==> config.mk <==
export PLATFORM = sky130hd
export DESIGN_NAME = fee_ctrl
export DESIGN_NICKNAME = d
export VERILOG_FILES = /design/src/hw/rtl/fee_pkg.sv /design/src/hw/rtl/fee_ctrl.sv
export SDC_FILE = /design/constraint.sdc
export NUM_CORES = 1
export LEC_CHECK = 0
export BUFFER_PORTS_ARGS = -buffer_cell sky130_fd_sc_hd__buf_2
export CORE_AREA = 2 2 39 41
export CTS_BUF_LIST = sky130_fd_sc_hd__clkbuf_2 sky130_fd_sc_hd__clkbuf_4 sky130_fd_sc_hd__clkbuf_8
export CTS_CLUSTER_SIZE = 25
export DETAILED_ROUTE_END_ITERATION = 8
export DIE_AREA = 0 0 41 43
export HOLD_SLACK_MARGIN = 0.03
export SYNTH_ARGS = -nofsm -noshare
export SYNTH_HDL_FRONTEND = slang
export SYNTH_SLANG_ARGS = --single-unit
==> constraint.sdc <==
create_clock -name i_clk -period 2.55 [get_ports i_clk]
set_input_delay 0.255 -clock i_clk [delete_from_list [all_inputs] [get_ports i_clk]]
set_output_delay 0.255 -clock i_clk [all_outputs]
set_load 0.1 [all_outputs]
==> src/hw/rtl/fee_pkg.sv <==
// fee_pkg: shared types, constants and controller states of the flow error evaluator
// no dependencies
package fee_pkg;

    localparam int unsigned PIXEL_COUNT_LOG2 = 22;
    localparam int unsigned FLOW_FRAC_BITS   = 6;

    localparam int unsigned CNT_W  = 23;
    localparam int unsigned ERR_W  = 34;
    localparam int unsigned PCT_W  = 15;
    localparam int unsigned MEAN_W = 20;
    localparam int unsigned CFG_IDX_W = 8;
    localparam int unsigned CFG_DAT_W = 16;

    localparam logic [CFG_IDX_W-1:0] REG_DISTANCE_LIMIT = 8'd0;
    localparam logic [CFG_IDX_W-1:0] REG_PERCENT_LIMIT  = 8'd1;

    localparam logic [15:0] DISTANCE_LIMIT_RST = 16'd192;
    localparam logic [7:0]  PERCENT_LIMIT_RST  = 8'd5;

    typedef struct packed {
        logic              truth_known;
        logic signed [15:0] truth_dx;
        logic signed [15:0] truth_dy;
        logic              est_known;
        logic signed [15:0] est_dx;
        logic signed [15:0] est_dy;
        logic              frame_end;
    } t_pixel;

    typedef struct packed {
        logic [CNT_W-1:0]  truth_count;
        logic [CNT_W-1:0]  est_count;
        logic [CNT_W-1:0]  overlap_count;
        logic [CNT_W-1:0]  inlier_count;
        logic [ERR_W-1:0]  error_total;
        logic [PCT_W-1:0]  inlier_pct;
        logic [PCT_W-1:0]  coverage_pct;
        logic [MEAN_W-1:0] mean_error;
        logic              no_overlap;
        logic              no_truth;
    } t_result;

    typedef enum logic [3:0] {
        ST_IDLE, ST_SQ, ST_PROD, ST_CMP, ST_SQRT, ST_ACC,
        ST_DIV_INIT, ST_DIV, ST_DIV_NEXT, ST_OUT
    } t_state;

    typedef struct packed {
        logic load;       // capture pixel
        logic sq;         // square differences
        logic prod;       // scaled products
        logic cmp;        // threshold compares
        logic sqrt_start;
        logic sqrt_step;
        logic acc;        // update tallies
        logic div_init;   // start one ratio division
        logic div_step;
        logic div_next;   // store quotient, select next ratio
        logic clear;      // clear tallies after result
    } t_cmd;

    typedef struct packed {
        logic overlap;    // both flags known
        logic frame_end;
        logic sqrt_done;
        logic div_done;
        logic div_last;   // final ratio finished
    } t_status;

endpackage

==> src/hw/rtl/fee_ctrl.sv <==
// fee_ctrl: controller state machine sequencing one pixel through the datapath
// depends on fee_pkg
module fee_ctrl (
    input  logic              i_clk,
    input  logic              i_rst_n,
    input  logic              i_in_valid,
    output logic              o_in_ready,
    output logic              o_out_valid,
    input  logic              i_out_ready,
    input  fee_pkg::t_status  i_status,
    output fee_pkg::t_cmd     o_cmd
);
    import fee_pkg::*;

    t_state r_state, n_state;

    // state register
    always_ff @(posedge i_clk) begin
        if (!i_rst_n) begin
            r_state <= ST_IDLE;
        end else begin
            r_state <= n_state;
        end
    end

    // next state
    always_comb begin
        n_state = r_state;
        unique case (r_state)
            ST_IDLE:     if (i_in_valid) n_state = ST_SQ;
            ST_SQ:       n_state = ST_PROD;
            ST_PROD:     n_state = ST_CMP;
            ST_CMP:      n_state = ST_SQRT;
            ST_SQRT:     if (i_status.sqrt_done) n_state = ST_ACC;
            ST_ACC:      n_state = i_status.frame_end ? ST_DIV_INIT : ST_IDLE;
            ST_DIV_INIT: n_state = ST_DIV;
            ST_DIV:      if (i_status.div_done) n_state = ST_DIV_NEXT;
            ST_DIV_NEXT: n_state = i_status.div_last ? ST_OUT : ST_DIV_INIT;
            ST_OUT:      if (i_out_ready) n_state = ST_IDLE;
            default:     n_state = ST_IDLE;
        endcase
    end

    // outputs
    always_comb begin
        o_cmd       = '0;
        o_in_ready  = 1'b0;
        o_out_valid = 1'b0;
        unique case (r_state)
            ST_IDLE: begin
                o_in_ready   = 1'b1;
                o_cmd.load   = i_in_valid;
            end
            ST_SQ:       o_cmd.sq = 1'b1;
            ST_PROD:     o_cmd.prod = 1'b1;
            ST_CMP: begin
                o_cmd.cmp        = 1'b1;
                o_cmd.sqrt_start = 1'b1;
            end
            ST_SQRT:     o_cmd.sqrt_step = 1'b1;
            ST_ACC:      o_cmd.acc = 1'b1;
            ST_DIV_INIT: o_cmd.div_init = 1'b1;
            ST_DIV:      o_cmd.div_step = 1'b1;
            ST_DIV_NEXT: o_cmd.div_next = 1'b1;
            ST_OUT: begin
                o_out_valid = 1'b1;
                o_cmd.clear = i_out_ready;
            end
            default: ;
        endcase
    end
endmodule

==> results.md, run 1 <==
* Largest register FFs at 4
* Nets at 90
* Die width at 41 um
* Clock edge transition at the registers on the reported setup and hold paths at 0.03 ns
* Power per cell area at 1344 mW/mm^2
* FILL cells at 149
* Clock Skews at 0.0001368 ns
* Top Registers: r_state x4
* Largest net degree at the start of global routing at 18
* Distinct cells, synth at 32
* Worst hold start: i_rst_n
* Row count at 14
* Syn nets at 71
* H-tree levels at 1
* Placer Congestion at 0.7272
* Setup tns final at 0 ns
* Cell count after synthesis at 62
* RSZ-0062 raised after global routing: no
* PostCTS Resize Cnt at 0
* Setup Fix Bufs, Post-CTS at 0
* Clk sinks at 4
* Cts hold-fix bufs at 0
* R2r setup slk at 0.98 ns
* Worst Setup End Kind: output port
* Seq/Total Area, Yosys at 18.23%
* RR Endpoint: r_state[1]
* Routed vias/inst at 5.095
* Total die area at 0.001763 mm^2
* Primary FF master, synth: dfxtp_1
* Final min period at 2.061 ns
* DR WL/cell at 11.02 um
* DRC errors left at 0
* First-pass iteration count of the detailed router at 4
* Initial antenna violation count at 0
* Fmax at 485.1 MHz
* Kind of critical path: reg -> out
* Clk_lat worst skew at 0.23 ns
* Crit-path cells: inv_1 -> nor3_2 -> and2_1 -> buf_2
* Synthesis-to-layout area growth at 26.78%
* CTS tree: yes
* WP data required at 2.30 ns
* Core Region at 0.001384 mm^2
* # diodes at 0
* Global-route wire length before repair at 1.711 mm
* Synthesized area per cell at 7.083 um^2
* Chip Height at 43 um
* Worst rel slew slack at 60.32%
* Largest fanout on the critical path at 12
* Final setup fails at 0
* Worst-case clock buffer depth at 2
* Cell area after placement at 534.3 um^2
* DRT Wirelength at 1.047 mm
* Area of the multi-input gates at 326.6 um^2
* Hold path endpoint: r_state[2]
* EDFF count, synth at 0
* CTS buffer count at 3
* Slew @ Worst Pin at 0.5944 ns
* Vias in the first global route at 426
* Port buffer count at 20
* I/O Pins at 22
* Design area at 556.8 um^2
* GRT Util Overall at 14.04%
* Worst Hold Class: in -> reg
* Antenna-violating nets left at 0
* Yosys warns at 0
* Mapped cell area at 439.2 um^2
* Asr flop ratio synth at 0%
* Arr. time, crit path at 1.81 ns
* Vias at 484
* Post-DP HPWL at 822.5 um
* Outcome: complete, no violations
* Register Area at 80.08 um^2
* Hold path cells at 2
* FF-to-FF Start: r_state[0]
* Drt initial violations at 6
* Starting Density at 31.74%
* Final hold vios at 0
* Congestion Overflow GR at 0
* Peak VDD IR at 0.4594 mV
* Post-synthesis register bit count at 4
* Setup crit start kind: flip-flop
* Final period util at 80.83%
* Slowest cell on crit path: dfxtp_1
* R2R depth at 4
* Share of layout cells above drive strength 1 at 37.97%
* Root buf cell: clkbuf_4
* Top reg by flops: r_state
* Max Cap Violations at 0
* Final Max Tran Viols at 0
* Static Leak at 0.2646 nW
* Critical path's largest stage delay at 0.53 ns
==> power breakdown <==
part | switching, mW | total [mW] | internal, mW
sequential | 0.0560 | 0.136 | 0.0801
combinational | 0.420 | 0.538 | 0.119
clock | 0.0215 | 0.0738 | 0.0523
total | 0.497 | 0.748 | 0.251
==> placed cells by master, fill, tap and decap left out, drive strengths merged <==
cell and count:
buf 20, nor2 8, nor3 8, nand2 4, dfxtp 4, a21oi 3, clkbuf 3, nand2b 3
inv 2, or2b 2, and2 2, and3b 2, o21ai 2, or2 1, o21bai 1, a31o 1
nand3 1, o32a 1, and2b 1, a21boi 1, o22a 1, o2bb2ai 1, o211ai 1, o211a 1
nor4 1, mux2 1, o31a 1, nand3b 1, o31ai 1
==> kinds of logic after synthesis <==
family	Yosys count	synth area share (%)
AOI/OAI and AO/OA	15	26.50
buffers and inverters	8	10.82
DFF	4	18.23
muxes	1	2.564
and+or+nand+nor	34	41.88
==> worst max-delay path by stage <==
stage / start / end / slack, ns / cells after the start
finish: r_state[3] / o_cmd[0] / 0.49 / 4
global route: r_state[3] / o_cmd[0] / 0.37 / 4
CTS: r_state[3] / o_cmd[0] / 0.46 / 4
detailed placement: r_state[3] / o_cmd[0] / 0.72 / 4
global placement: r_state[3] / o_cmd[0] / 0.74 / 4
floorplan: r_state[1] / o_cmd[0] / -0.49 / 4
==> layout make-up <==
class                   instances  area share [%]
repair buffers                 20           17.98
multi-input cells              50           58.65
inverters                       2           1.348
flip-flops and latches          4           14.38
well taps                      16           3.596
clock buffers                   3           4.045
==> cells in the mapped netlist (2+ instances only) <==
| cell | n | area (um^2) |
|---|---|---|
| a21oi_1 | 3 | 15.01 |
| and2_1 | 2 | 12.51 |
| and3b_1 | 2 | 17.52 |
| buf_2 | 2 | 10.01 |
| buf_4 | 2 | 15.01 |
| dfxtp_1 | 4 | 80.08 |
| inv_1 | 2 | 7.510 |
| nand2_1 | 4 | 15.01 |
| nand2b_1 | 2 | 12.51 |
| nor2_1 | 8 | 30.03 |
| nor3_1 | 8 | 40.04 |
| o21ai_0 | 2 | 10.01 |
| or2b_1 | 2 | 15.01 |
==> worst max-delay path, delay by kind of cell, from the launching register on <==
kind | cells | cell delay [ns]
buffers and inverters | 2 | 0.60
and+or+nand+nor | 2 | 0.44
DFF | 1 | 0.53
==> layer usage <==
layer / vias to the layer above / global-route usage [%] / wire (um)
met4: 0 / 10.67 / 0
met5: - / 0 / 0
met2: 20 / 18.44 / 461
met3: 0 / 3.141 / 71
li1: 257 / - / -
met1: 207 / 18.91 / 514
==> stage by stage <==
step	setup slack, ns	total power, mW	std cells	hold slack [ns]	util [%]
floorplan	-0.4879	0.6346	62	0.3627	-
global placement	0.7408	0.6732	92	0.5486	38.61
detailed placement	0.7178	0.6761	92	0.5494	38.61
CTS	0.4647	0.7538	95	0.3115	40.24
global route	0.3738	0.8021	95	0.3093	40.24
finish	0.4887	0.7481	95	0.3176	40.24
Note: power is estimated with default switching activity, not from simulation.
==> run 2, diff against run 1 <==
--- a/config.mk
+++ b/config.mk
@@ -5,6 +5,7 @@
 export SDC_FILE = /design/constraint.sdc
 export NUM_CORES = 1
 export LEC_CHECK = 0
+export ABC_AREA = 1
 export BUFFER_PORTS_ARGS = -buffer_cell sky130_fd_sc_hd__buf_2
 export CORE_AREA = 2 2 39 41
 export CTS_BUF_LIST = sky130_fd_sc_hd__clkbuf_2 sky130_fd_sc_hd__clkbuf_4 sky130_fd_sc_hd__clkbuf_8
==> constraint.sdc (replaced) <==
create_clock -name i_clk -period 1.9 [get_ports i_clk]
set_input_delay 0.19 -clock i_clk [delete_from_list [all_inputs] [get_ports i_clk]]
set_output_delay 0.19 -clock i_clk [all_outputs]
set_load 0.1 [all_outputs]
==> run 2 against run 1 <==
  * Setup slack worse by 0.37 ns
  * First-iteration DRC count down 17%
  * Critical path depth up 1
  * Die area unchanged
  * Area after synthesis down 14%
  * Register-to-register slack worse by 0.38 ns
  * Via count down 5.2%
  * Clock skew up 0.0011 ns
  * Routed wire length down 15%
  * Synthesized cell count up 13%
  * Sequential power down 15%
  * Hold slack worse by 0.16 ns
  * Critical path type unchanged
  * Highest routed layer unchanged
==> results.md, run 2 <==
* Slowest cell on crit path: dfxtp_1
* Post-synth top area cell: dfxtp_1
* Worst-case clock buffer depth at 2 (unchanged)
* Outcome: complete, no violations
* Syn nets at 79 (+11%)
* Nets at 103 (+14%)
* Vias in the first global route at 392 (-8.0%)
* Total die area at 0.001763 mm^2 (unchanged)
* Yosys warns at 0 (unchanged)
* Mapped cell area at 377.9 um^2 (-14%)
* Power per cell area at 1036 mW/mm^2 (-23%)
* Port buffer count at 20 (unchanged)
* R2r setup slk at 0.60 ns (-0.38 ns)
* Cts hold-fix bufs at 0 (unchanged)
* RSZ-0062 raised after global routing: no
* Largest net degree at the start of global routing at 7 (-11)
* Top cells by count, synth: inv_1 (16), nand2_1 (15), nor2_1 (12)
* Synthesized area per cell at 5.398 um^2 (-24%)
* Post-synthesis register bit count at 4 (unchanged)
* Max Cap Violations at 0 (unchanged)
* Top post-synthesis cells by area: dfxtp_1 (21%), inv_1 (16%), nand2_1 (15%), nor2_1 (12%), nor2_2 (6.6%)
* Top Registers: r_state x4
* Worst rel slew slack at 67.85% (+7.5 points)
* Core Region at 0.001384 mm^2 (unchanged)
* Asr flop ratio synth at 0% (unchanged)
* Largest fanout on the critical path at 6 (-6)
* Drt initial violations at 5 (-1)
* R2R depth at 8 (+4)
* Static Leak at 0.3423 nW (+29%)
* Routed vias/inst at 4.250 (-17%)
* FILL cells at 166 (+11%)
* Slew @ Worst Pin at 0.4857 ns (-0.1087 ns)
* FF-to-FF Start: r_state[0]
* PostCTS Resize Cnt at 0 (unchanged)
* Global-route wire length before repair at 1.476 mm (-14%)
* Primary FF master, synth: dfxtp_1
* Final period util at 93.72%
* Crit-path cells: inv_2 -> nor2_2 -> nand2_1 -> nor2_2 -> buf_2
* Hold path cells at 3 (+1)
* Die width at 41 um (unchanged)
* Share of layout cells above drive strength 1 at 41.30% (+3.3 points)
* Final Max Tran Viols at 0 (unchanged)
* I/O Pins at 22 (unchanged)
* DRC errors left at 0 (unchanged)
* CTS tree: yes
* Distinct cells, synth at 15 (-53%)
* Worst setup path start: r_state[0]
* EDFF count, synth at 0 (unchanged)
* Top reg by flops: r_state
* DR WL/cell at 8.269 um (-25%)
* WP data required at 1.71 ns (-0.59 ns)
* H-tree levels at 1 (unchanged)
* Critical path's largest stage delay at 0.47 ns (-0.06 ns)
* Clk_lat worst skew at 0.23 ns (about the same)
* Cell count after synthesis at 70 (+13%)
* Most used cell, CP: nor2_2
* Synthesis-to-layout area growth at 48.68%
* Most common cell in the netlist: inv_1
* Chip Height at 43 um (unchanged)
* Vias at 459 (-5.2%)
* Final setup fails at 0 (unchanged)
* Final hold vios at 0 (unchanged)
* Seq/Total Area, Yosys at 21.19% (+3.0 points)
* Placer Congestion at 0.7850 (+7.9%)
* Worst Setup End Kind: output port
* Post-synth top area share at 21.19% (+3.0 points)
* Clk sinks at 4 (unchanged)
* Placed Cells at 105 (+14%)
* Fmax at 561.6 MHz
* Commonest non-fill, non-tap cell in the layout: buf_2
* Most frequent cells in the layout: buf_2 (20), inv_1 (16), nand2_1 (15), nor2_1 (10)
* Post-DP HPWL at 809.8 um (-1.5%)
* Critical Path End: o_cmd[0]
* Clock edge transition at the registers on the reported setup and hold paths at 0.03 ns (about the same)
* Arr. time, crit path at 1.59 ns (-0.22 ns)
* Root buf cell: clkbuf_4
* Kind of critical path: reg -> out
* Congestion Overflow GR at 0 (unchanged)
* Clock Skews at 0.001263 ns (+0.001126 ns)
* Antenna-violating nets left at 0 (unchanged)
* # diodes at 0 (unchanged)
* Largest register FFs at 4 (unchanged)
* Setup tns final at 0 ns (unchanged)
* RR Endpoint: r_state[2]
* Final min period at 1.781 ns
* DRT Wirelength at 893 um (-15%)
* Setup Fix Bufs, Post-CTS at 0 (unchanged)
* CTS buffer count at 3 (unchanged)
* Worst Hold Class: in -> reg
* Peak VDD IR at 0.3806 mV (-17%)
* Finished Layout Cells at 108 (+14%)
* Row count at 14 (unchanged)
* Setup crit start kind: flip-flop
* GRT Util Overall at 12.00% (-2.0 points)
* First-pass iteration count of the detailed router at 2 (-2)
* Initial antenna violation count at 0 (unchanged)
* Starting Density at 27.31% (-4.4 points)
-- run 2: changes by cell type in the layout (fill, tap and decap cells not counted), sizes merged, moves of 2 or more --
cell    before  now
nor3         8    4
inv          2   17
and2         2    0
nand3        1    4
nor2         8   16
or2b         2    0
nand2        4   19
and3b        2    0
nand2b       3    0
-- run 2: final cells by class --
| type | instances | area, um^2 | share of cell area, % |
|---|---|---|---|
| Clock buffer | 3 | 22.52 | 4.009 |
| Sequential cell | 4 | 80.08 | 14.25 |
| Timing Repair Buffer | 20 | 100.1 | 17.82 |
| Inverter | 17 | 63.81 | 11.36 |
| Tap cell | 16 | 20.02 | 3.563 |
| Multi-Input combinational cell | 48 | 275.3 | 49.00 |
-- run 2: worst min-delay path by stage --
stage / slack, ns / from / end
detailed placement: 0.39 / i_rst_n / r_state[1]
floorplan: 0.29 / i_rst_n / r_state[1]
global placement: 0.40 / i_rst_n / r_state[1]
CTS: 0.16 / i_rst_n / r_state[1]
finish: 0.16 / i_rst_n / r_state[1]
global route: 0.20 / i_rst_n / r_state[1]
-- run 2: layer usage --
| layer | vias to the layer above | GRT usage [%] | wire (um) |
|---|---|---|---|
| met5 | - | 0 | 0 |
| met4 | 0 | 6.000 | 0 |
| met3 | 0 | 1.571 | 28 |
| met2 | 7 | 18.13 | 467 |
| met1 | 201 | 15.96 | 397 |
| li1 | 251 | - | - |
-- run 2: cell families after synthesis --
group,after synthesis,synth area share (%)
AOI/OAI and AO/OA,5,6.619
DFF,4,21.19
buffers and inverters,18,18.87
and+or+nand+nor,43,53.31
-- run 2: report_power, final --
part | internal (mW) | total [mW] | switching (mW)
sequential | 0.0951 | 0.116 | 0.0212
clock | 0.0703 | 0.100 | 0.0298
combinational | 0.0703 | 0.365 | 0.295
total | 0.236 | 0.582 | 0.346
-- run 2: through the flow --
step | setup WS (ns) | area (um^2) | util, % | power (mW) | hold WS, ns
finish | 0.1192 | 561.8 | 40.60 | 0.5818 | 0.1591
global route | 0.05784 | 561.8 | 40.60 | 0.6178 | 0.1970
CTS | 0.1059 | 561.8 | 40.60 | 0.5897 | 0.1562
detailed placement | 0.3548 | 539.3 | 38.97 | 0.4850 | 0.3949
global placement | 0.3745 | 539.3 | 38.97 | 0.4837 | 0.3953
floorplan | -0.1925 | 426.7 | - | 0.4349 | 0.2876
-- run 2: worst max-delay path, delay by kind of cell, from the launching register on --
kind,cells,cell delay [ns]
buffers and inverters,2,0.55
and+or+nand+nor,3,0.34
DFF,1,0.47
